File: config.mk
export PLATFORM = sky130hd
export DESIGN_NAME = plrp_parse
export DESIGN_NICKNAME = d
export VERILOG_FILES = /design/src/hdl/plrp_pkg.sv /design/src/hdl/plrp_parse.sv
export SDC_FILE = /design/constraint.sdc
export NUM_CORES = 1
export LEC_CHECK = 0
export ABC_AREA = 1
export BUFFER_PORTS_ARGS = -buffer_cell sky130_fd_sc_hd__buf_2
export CAP_MARGIN = 20
export CORE_MARGIN = 5
export CORE_UTILIZATION = 48
export CTS_CLUSTER_DIAMETER = 120
export DETAILED_ROUTE_END_ITERATION = 6
export GPL_TIMING_DRIVEN = 1
export HOLD_SLACK_MARGIN = 0.08
export PLACE_DENSITY = 0.65
export SLEW_MARGIN = 5
export SYNTH_ARGS = -nofsm -noshare
export SYNTH_HDL_FRONTEND = slang
export SYNTH_SLANG_ARGS = --single-unit
File: constraint.sdc
create_clock -name clock -period 5.8 [get_ports clock]
set_input_delay 0 -clock clock [delete_from_list [all_inputs] [get_ports clock]]
set_output_delay 0 -clock clock [all_outputs]
set_load 0.01 [all_outputs]
File: src/hdl/plrp_pkg.sv
// Shared types and constants for the port list range parser.
package plrp_pkg;

   localparam int MAP_WORD_BITS = 32;
   localparam int PORT_W        = 16;
   localparam int VALUE_W       = 17;
   localparam int MAP_WORDS     = (1 << PORT_W) / MAP_WORD_BITS;
   localparam int WORD_AW       = $clog2(MAP_WORDS);
   localparam int BIT_AW        = $clog2(MAP_WORD_BITS);
   localparam int CNT_W         = $clog2(MAP_WORD_BITS + 1);
   localparam int RSP_TDATA_W   = 40;

   localparam logic [VALUE_W-1:0] MAX_PORT  = VALUE_W'(65535);
   localparam logic [VALUE_W-1:0] VALUE_SAT = VALUE_W'(65536);

   localparam logic [7:0] CH_COMMA = 8'h2C;
   localparam logic [7:0] CH_DASH  = 8'h2D;
   localparam logic [7:0] CH_PLUS  = 8'h2B;
   localparam logic [7:0] CH_SPACE = 8'h20;
   localparam logic [7:0] CH_TAB   = 8'h09;
   localparam logic [7:0] CH_CR    = 8'h0D;
   localparam logic [7:0] CH_ZERO  = 8'h30;
   localparam logic [7:0] CH_NINE  = 8'h39;

   typedef enum logic [1:0] {
      OP_FEED,
      OP_END,
      OP_FETCH,
      OP_CLEAR
   } op_type;

   typedef enum logic [1:0] {
      PH_START,
      PH_SIGN,
      PH_DIGITS,
      PH_STOP
   } phase_type;

   typedef enum logic [2:0] {
      ST_CLEAR,
      ST_IDLE,
      ST_INS_RD,
      ST_INS_WR,
      ST_FET_RD,
      ST_FET_CHK,
      ST_RESP
   } state_type;

   typedef struct packed {
      logic              err;
      logic              empty;
      logic [PORT_W-1:0] lo;
      logic [PORT_W-1:0] hi;
   } range_type;

   typedef struct packed {
      phase_type          phase;
      logic [VALUE_W-1:0] val;
      logic               dig;
      logic               neg;
   } part_type;

endpackage

File: src/hdl/plrp_parse.sv
// Token parser: character feed, part values and the clamped range of the current token.
module plrp_parse (
   input  logic                clock,
   input  logic                reset,
   input  logic                feed_en,
   input  logic [7:0]          ch,
   input  logic                flush,
   output plrp_pkg::range_type rng,
   output logic                token_nonempty
);
   import plrp_pkg::*;

   part_type low_ff, low_in;
   part_type high_ff, high_in;
   logic     dash_ff, dash_in;
   logic     nonempty_ff, nonempty_in;

   logic [VALUE_W-1:0] a_val, b_val, lo_val, hi_val, lo_c, hi_c;

   function automatic part_type part_step(part_type cur, logic [7:0] c, logic allow_minus);
      part_type           nxt;
      logic               is_digit;
      logic               is_space;
      logic               take_digit;
      logic [20:0]        acc;
      begin
         nxt        = cur;
         is_digit   = (c >= CH_ZERO) && (c <= CH_NINE);
         is_space   = (c == CH_SPACE) || ((c >= CH_TAB) && (c <= CH_CR));
         take_digit = 1'b0;
         case (cur.phase)
            PH_START: begin
               if (is_space) begin
                  nxt.phase = PH_START;
               end else if (c == CH_PLUS) begin
                  nxt.phase = PH_SIGN;
               end else if ((c == CH_DASH) && allow_minus) begin
                  nxt.neg   = 1'b1;
                  nxt.phase = PH_SIGN;
               end else begin
                  take_digit = 1'b1;
               end
            end
            PH_SIGN, PH_DIGITS: begin
               take_digit = 1'b1;
            end
            default: begin
               nxt.phase = PH_STOP;
            end
         endcase
         if (take_digit) begin
            if (is_digit) begin
               acc = cur.dig ? (({4'd0, cur.val} << 3) + ({4'd0, cur.val} << 1)) : 21'd0;
               acc = acc + 21'(c - CH_ZERO);
               nxt.val   = (acc > 21'(VALUE_SAT)) ? VALUE_SAT : acc[VALUE_W-1:0];
               nxt.dig   = 1'b1;
               nxt.phase = PH_DIGITS;
            end else begin
               nxt.phase = PH_STOP;
            end
         end
         part_step = nxt;
      end
   endfunction

   always_comb begin
      low_in      = low_ff;
      high_in     = high_ff;
      dash_in     = dash_ff;
      nonempty_in = nonempty_ff;
      if (flush) begin
         low_in      = '{phase: PH_START, val: '0, dig: 1'b0, neg: 1'b0};
         high_in     = '{phase: PH_START, val: '0, dig: 1'b0, neg: 1'b0};
         dash_in     = 1'b0;
         nonempty_in = 1'b0;
      end else if (feed_en) begin
         nonempty_in = 1'b1;
         if (!dash_ff && (ch == CH_DASH)) begin
            dash_in = 1'b1;
         end else if (!dash_ff) begin
            low_in = part_step(low_ff, ch, 1'b0);
         end else begin
            high_in = part_step(high_ff, ch, 1'b1);
         end
      end
   end

   always_ff @(posedge clock) begin
      if (reset) begin
         low_ff      <= '{phase: PH_START, val: '0, dig: 1'b0, neg: 1'b0};
         high_ff     <= '{phase: PH_START, val: '0, dig: 1'b0, neg: 1'b0};
         dash_ff     <= 1'b0;
         nonempty_ff <= 1'b0;
      end else begin
         low_ff      <= low_in;
         high_ff     <= high_in;
         dash_ff     <= dash_in;
         nonempty_ff <= nonempty_in;
      end
   end

   always_comb begin
      a_val = low_ff.val;
      b_val = dash_ff ? (high_ff.neg ? '0 : high_ff.val) : low_ff.val;
      lo_val = (a_val < b_val) ? a_val : b_val;
      hi_val = (a_val < b_val) ? b_val : a_val;
      lo_c   = (lo_val == '0) ? VALUE_W'(1) : lo_val;
      hi_c   = (hi_val > MAX_PORT) ? MAX_PORT : hi_val;
      rng.err   = !low_ff.dig || (dash_ff && !high_ff.dig);
      rng.empty = lo_c > hi_c;
      rng.lo    = lo_c[PORT_W-1:0];
      rng.hi    = hi_c[PORT_W-1:0];
   end

   assign token_nonempty = nonempty_ff;

endmodule

======== After elaboration in Yosys (flattened, before gate mapping) ========
Cells that the tools add are included.
storage, ports and cells
  register bits ........................... 43
  latch bits .............................. 0
  memory bits (writable) .................. 0
  memory bits (read-only) ................. 0
  bits of input ports ..................... 12
  logic and storage cells ................. 96
  memories kept ........................... 0
cells by class
  add/sub/neg operators ................... 5
  multipliers ............................. 0
  divide/modulo/power cells ............... 0
  $lt $le $gt $ge ......................... 9
  eq/ne operators ......................... 11
  shift operators ......................... 0
  muxes and demuxes ....................... 37
  bitwise logic cells ..................... 4
  reduce and logical (&&, ||, !) cells .... 21
operators with widths
  cell                                                                                count
  17-bit two-way mux                                                                  8
  20-bit by 18-bit adder with 21-bit output                                           2
  21-bit adder                                                                        2
  21-bit by 17-bit greater-than comparator with 1-bit output (second input constant)  2
  21-bit two-way mux                                                                  2
  20-bit two-way mux                                                                  2
  18-bit two-way mux                                                                  2
  8-bit by 6-bit == test with 1-bit output (second input constant)                    3
  5-bit AND reduction                                                                 4
  17-bit by 16-bit greater-than comparator with 1-bit output (second input constant)  1
  17-bit greater-than comparator                                                      1
  17-bit logical NOT                                                                  1
  17-bit < comparator                                                                 1
  1-bit two-way mux                                                                   14
  2-bit two-way mux                                                                   5
  8-bit by 6-bit subtractor with 9-bit output (second input constant)                 1
  8-bit by 4-bit >= comparator with 1-bit output (second input constant)              1
  8-bit by 6-bit >= comparator with 1-bit output (second input constant)              1
  8-bit by 4-bit less-or-equal comparator with 1-bit output (second input constant)   1
  8-bit by 6-bit less-or-equal comparator with 1-bit output (second input constant)   1
  2-bit one-hot mux with 2 select lines                                               2
  7-bit AND reduction                                                                 1
  2-bit OR reduction                                                                  3
  5-bit != test (second input constant)                                               1
  11 further kinds                                                                    25

======== Logic depth before layout (Yosys ltp) ========
Gate-level depths: netlist of the first run.
  word-level depth ........................ 11
  gate-level depth with buffers ........... 30
  gate-level depth less buffers ........... 28

======== Worst setup path after synthesis of the first run ========
OpenSTA, ideal clock, no wires.
  path type ............................... reg-to-output
  start ................................... reg dash_ff
  end ..................................... out rng[32] (netlist bit)
  arrival ................................. 3.664 ns
  required time ........................... 5.800 ns
  slack ................................... 2.136 ns
  stages on the path, launching flop included .. 24
  buffers on the path ..................... 3
  cell sequence ........................... dfxtp_1 buf_4 clkbuf_1 o22ai_1 inv_1 ha_1 nand2_1 nor2_1 a211oi_1 nand2_1 nand2_2 nand2_4 buf_4 nand2_1 o21ai_0 nor2_1 nand3_1 nor2_1 nor2_1 ha_1 nand2_1 or4_1 o32ai_1 nand2_1
RTL lines
  item                    line              text
  from (decl)             plrp_parse.sv:15  logic dash_ff, dash_in;
  from (signal assigned)  plrp_parse.sv:97  dash_ff <= dash_in;
  to (decl)               plrp_parse.sv:8   output plrp_pkg::range_type rng,

==> results.toml, run 1 <==
[status]
status = "complete, no violations"

[route]
routed_wl_microns = 23200
drtIter0Drc = 613
drc = 0
num_vias = 8715
vias_per_cell = 5.35
ant_nets = 0
wire_per_inst_microns = 14.3
drt-pass1-iter-count = 5

[global_routing]
grt_pass1_vias = 8057
gr-total-overflow = 0
antenna_found_initial = 0
grt_pass1_wl_microns = 38400
track_usage_pct = 23.5
grt_max_degree = 56

[worst_setup_path]
critPathKind = "flop to output pin"
reg2reg_slack_ns = 1.47
r2r-end = "a_val[4]"
critPathArrivalTime_ns = 5.14
end_kind = "output pin"
ff2ff_path_depth = 26
path_max_fanout = 55
critical-path-slowest-cell = "nor2_1"
start_kind = "flop"
r2r-start = "a_val[4]"
cp.required_ns = 5.80
cp_common_cell = "nor2_1"
cpPeakStageDelay_ns = 0.65

[timing]
tns_ns = 0
post-route-period-util_pct = 88.7
period_minus_slack_ns = 5.14
hold_violations = 0
maxSlewHeadroom_pct = 44.1
worst_pin_slew_ns = 0.837
finalSetupViolations = 0
final_max_slew_viol_count = 0
skew_ns = 0.0124
clock.fmax_mhz = 194
hold_slack_ns = 0.165
rsz0062_at_grt = "false"

[yosys]
yosysSeqAreaShare_pct = 10.9
yosysWarnings = 0
ys.flop_type = "dfxtp_1"
synth_compound_area_share_pct = 21.4
synth_top_area_cell = "ha_1"
yosysMostFrequentCell = "nand2_1"
synth_top_family_by_area = "simple AND/OR/NAND/NOR gates"
async_flop_share_pct = 0
netlist-cell-type-count = 45
synth_xor_area_share_pct = 2.00
yosys-top-cells-area = "ha_1 17%, nand2_1 17%, dfxtp_1 11%"
synth-edff-count = 0
synthSimpleGateAreaFrac_pct = 35.7
syn_area_per_cell_sq_um = 5.73
synth_nets = 1498
synth_top_area_share_pct = 16.8
netlist_instances = 1376
synth_fa_ha_area_share_pct = 17.8
netlist_area_sq_um = 7890
synth.ff_latch_count = 43
synthMuxAreaShare_pct = 0
synth_common_cells = "352 x nand2_1, 216 x inv_1, 150 x nor2_1"

[power]
internal-power_w = 0.000663
p_sw_share_pct = 39.0
peakVddDrop_mv = 0.140
power.switching_w = 0.000425
power.density_nw_per_um2 = 128
p_seq_share_pct = 27.6
p_comb_share_pct = 41.4
power_leakage_nw = 4.63
power.share.clock_pct = 31.0

[clock_network]
cts_tree = "built"
numClockSinks = 43
post-cts-setup-buffer-count = 0
clk_path_buf_depth = 2
cts-root-buf = "clkbuf_16"
h-tree-depth = 2
cts_buffers = 5
clk_latency_ns = 0.31
clk_pin_slew_ns = 0.07

[run]
drv_cap = 0

[floorplanning]
die_y_microns = 138
rows = 46
ioPinCount = 47
die-area_sq_um = 19100
core_sq_um = 16000
floorplan.initialDensity_pct = 49.3
die_w_microns = 138

[layout]
diodes = 0
nets = 1533
layout-drive-gt1-share_pct = 7.44
synthToLayoutAreaGrowth_pct = 7.54

[place]
gp_congestion = 0.913
dp_hpwl_microns = 19400
port_buffers = 46

[worst_hold_path]
hold_end = "a_val[5]"
worstHoldStart = "reset"
hold_class = "primary input to flop"
worstHoldPathCells = 5
-- power by group through the flow --
stage	clock [W]	combinational, W	sequential [W]
after detailed placement	0	0.000447	0.000307
after global routing	0.000355	0.000506	0.000300
after global placement	0	0.000441	0.000307
after CTS	0.000345	0.000449	0.000300
final	0.000337	0.000451	0.000300
after floorplan	0	0.000322	0.000306
-- worst max-delay path, delay by kind of cell (launching register included) --
| family | cells | cell delay (ns) |
|---|---|---|
| adders and majority gates | 2 | 0.60 |
| AOI/OAI and AO/OA | 7 | 1.09 |
| and+or+nand+nor | 13 | 2.48 |
| DFF | 1 | 0.32 |
| buffers and inverters | 3 | 0.35 |
-- final cells by class --
class / count / area (sq um)
clock buffer: 5 / 125
sequential: 43 / 861
fill: 1759 / 7520
clock inverter: 3 / 46.3
timing repair buffer: 52 / 280
tap: 216 / 270
multi-input combinational: 1087 / 6060
inverter: 222 / 833
-- how the worst max path moves through the flow --
stage | startpoint | slack, ns | cells past startpoint | end
finish | high_ff[0] | 0.66 | 25 | rng[32]
global route | high_ff[0] | 0.18 | 25 | rng[32]
CTS | high_ff[0] | 0.79 | 25 | rng[32]
detailed placement | high_ff[0] | 1.12 | 25 | rng[32]
global placement | high_ff[0] | 1.24 | 22 | rng[32]
floorplan | dash_ff | 2.14 | 23 | rng[32]
-- registers in the layout, indices dropped and copies added (netlist names) --
signal          flops
dash_ff             1
a_val              17
low_ff              3
high_ff            21
token_nonempty      1
-- logic make-up after synthesis --
kind of cell | after synthesis
AO/OA/AOI/OAI | 299
XOR/XNOR | 18
adder cells (fa/ha/maj) | 110
buffers and inverters | 246
flip-flops | 43
AND/OR/NAND/NOR | 660
-- cells in the final DEF (no fill, tap or decap), drive strengths merged, types with 15 or more instances in the layout --
master / Yosys / layout
dfxtp: 43 / 43
inv: 222 / 223
ha: 106 / 106
o21ai: 106 / 106
nand4: 23 / 23
nor2: 156 / 156
o21a: 15 / 15
nand3: 83 / 83
buf: 12 / 50
nand2: 367 / 367
nor3: 19 / 19
a21oi: 135 / 135
-- timing repair --
item / CTS / global route
hold buffers: 2 / 0
gates resized for setup: 0 / 0
endpoints found under the hold margin: 4 / 0
setup endpoints to repair: 0 / 0
-- stage by stage --
stage	setup slack [ns]	cells	instance area (sq um)	total power (W)	util, %
floorplan	2.14	1376	7890	0.000628	-
global placement	1.24	1618	8290	0.000747	51.8
detailed placement	1.12	1618	8290	0.000753	51.8
CTS	0.786	1628	8480	0.00109	53.0
global route	0.179	1628	8480	0.00116	53.0
finish	0.657	1628	8480	0.00109	53.0
-- layer usage --
layer	routed length (microns)	global-route usage [%]	part of all wire, %	vias up
li1	-	-	-	4601
met1	11100	31.8	48	3915
met2	10800	40.2	47	170
met3	860	2.52	3.7	29
met4	428	6.08	1.8	0
met5	0	0	0	-
(Power assumes the default switching activity.)
==> run 2, diff against run 1 <==
ABC_AREA = unset   (was 1)
PLACE_DENSITY = 0.66   (was 0.65)
==> run 2 against run 1 <==
Via count decreased by 16%; non-clock buffer count grew 15; total power shrank 29%; register-to-register slack worse by 0.83 ns; clock-buffer cell count is 1 higher; final area fell by 10%; sequential share of layout area up 1.1 points; clock power down 17%; clock skew down 0.0073 ns; sequential power about the same.
==> results.toml, run 2 <==
[status]
status = "complete, no violations"

[yosys]
yosys-top-cells-area = "ha_1 19%, dfxtp_1 12%, a21oi_1 5.9%"
synth_top_area_share_pct = 19.1
netlist_area_sq_um = 6960
netlist_instances = 941
synth_common_cells = "106 x ha_1, 95 x nor2_1, 82 x a21oi_1"
yosysSeqAreaShare_pct = 12.4
async_flop_share_pct = 0
ys.flop_type = "dfxtp_1"
syn_area_per_cell_sq_um = 7.40
synth_top_area_cell = "ha_1"
synth-edff-count = 0
netlist-cell-type-count = 75
yosysWarnings = 0
yosysMostFrequentCell = "ha_1"
synth_nets = 1063
synth.ff_latch_count = 43

[route]
drtIter0Drc = 789
drc = 0
wire_per_inst_microns = 17.9
ant_nets = 0
routed_wl_microns = 20900
num_vias = 7300
drt-pass1-iter-count = 5
vias_per_cell = 6.23

[clock_network]
h-tree-depth = 2
clk_latency_ns = 0.29
cts_buffers = 5
clk_pin_slew_ns = 0.06
numClockSinks = 43
cts-root-buf = "clkbuf_16"
cts_tree = "built"
clk_path_buf_depth = 2

[timing]
final_max_slew_viol_count = 0
clock.fmax_mhz = 189
rsz0062_at_grt = "false"
maxSlewHeadroom_pct = 26.3
period_minus_slack_ns = 5.30
skew_ns = 0.00515
tns_ns = 0
worst_pin_slew_ns = 1.10
finalSetupViolations = 0
hold_violations = 0
post-route-period-util_pct = 91.3

[floorplanning]
die-area_sq_um = 17000
die_w_microns = 130
floorplan.initialDensity_pct = 48.5
core_sq_um = 14400
die_y_microns = 130
rows = 44
ioPinCount = 47

[global_routing]
track_usage_pct = 24.2
grt_max_degree = 37
grt_pass1_vias = 6656
antenna_found_initial = 0
gr-total-overflow = 0
grt_pass1_wl_microns = 33400

[layout]
fillers = 1455
synthToLayoutAreaGrowth_pct = 9.54
nets = 1108
final_cell_mix = "106 x ha_1, 95 x nor2_1, 82 x a21oi_1, 59 x nand2_1, 57 x o21ai_0"
largest_reg_flops = 21
fin_util_pct = 53.1
diodes = 0
final_common_cell = "ha_1"
layout-drive-gt1-share_pct = 10.1
top_register = "high_ff"

[worst_setup_path]
path_max_fanout = 17
critPathKind = "flop to output pin"
start_kind = "flop"
end_kind = "output pin"
cp.required_ns = 5.80
critPathArrivalTime_ns = 5.30

[worst_hold_path]
hold_class = "primary input to flop"

[place]
port_buffers = 46
gp_congestion = 0.915
dp_hpwl_microns = 16600

[power]
power.density_nw_per_um2 = 101
power_leakage_nw = 3.64
peakVddDrop_mv = 0.0982

[run]
drv_cap = 0
-- run 2: final timing paths --
kind                                     start              to  slack (ns)  cells after the start
worst max-delay path                   dash_ff         rng[32]        0.50                     27
worst min-delay path                     reset     high_ff[20]        0.12                      3
worst max register to register        a_val[0]       a_val[11]        0.64                     22
worst min register to register  token_nonempty  token_nonempty        0.51                      2
-- run 2: routing by layer --
| metal | track usage, % | vias to the layer above | wire [microns] |
|---|---|---|---|
| met4 | 6.59 | 0 | 498 |
| li1 | - | 3670 | - |
| met5 | 0 | - | 0 |
| met3 | 3.66 | 47 | 1180 |
| met1 | 33.2 | 3369 | 9660 |
| met2 | 39.7 | 214 | 9580 |
-- run 2: cells by family (layout without fill, tap and decap cells) --
kind of cell	after synthesis	count (layout)	synth area share (%)
flip-flops	43	43	12.4
AO/OA/AOI/OAI	337	337	32.7
adder cells (fa/ha/maj)	110	110	20.2
AND/OR/NAND/NOR	329	329	23.9
multiplexers	4	4	0.593
XOR/XNOR	52	52	6.54
buffers and inverters	66	112	3.61
-- run 2: what timing repair did --
item,4_1_cts,5_1_grt
buffers inserted,0,0
setup endpoints to repair,0,1
hold endpoints to repair,4,0
resized for setup,0,2
hold buffers,2,0
-- run 2: final cells by class --
| cell class | count | area, sq um | area share [%] |
|---|---|---|---|
| Clock buffer | 6 | 129 | 1.69 |
| Clock inverter | 2 | 12.5 | 0.164 |
| Inverter | 37 | 139 | 1.82 |
| Multi-Input combinational cell | 832 | 5860 | 76.9 |
| Sequential cell | 43 | 861 | 11.3 |
| Tap cell | 184 | 230 | 3.02 |
| Timing Repair Buffer | 67 | 393 | 5.15 |
-- run 2: power breakdown --
part           switching [W]  internal (W)
registers         0.00000126      0.000297
logic               0.000118     0.0000770
clock network       0.000121      0.000159
-- run 2: metrics by stage --
step	std cells	cell area, sq um	setup WS [ns]	hold WS [ns]	total power, W
detailed placement	1161	7460	0.713	0.292	0.000496
global route	1171	7630	0.123	0.146	0.000815
finish	1171	7630	0.502	0.124	0.000772
global placement	1161	7460	0.773	0.294	0.000496
CTS	1171	7620	0.553	0.117	0.000776
floorplan	941	6960	1.19	0.116	0.000440
-- run 2: critical path, stage by stage, from the launching register on --
cell and delay [ns]:
dfxtp_1 0.34, inv_2 0.04, nor2_1 0.22, buf_4 0.22, nand2_1 0.06, o21ai_0 0.08, buf_4 0.16, inv_1 0.24
ha_1 0.41, nand4_1 0.10, nor3_1 0.07, a221o_1 0.29, a31oi_1 0.30, o21a_2 0.39, buf_4 0.26, nand3_1 0.11
o31ai_1 0.10, ha_1 0.28, a21oi_1 0.13, nor2b_1 0.06, o21ai_0 0.14, nand2b_1 0.07, a21oi_1 0.19, nor2b_1 0.15
o21ai_0 0.08, a311oi_1 0.27, o22ai_1 0.11, buf_2 0.14
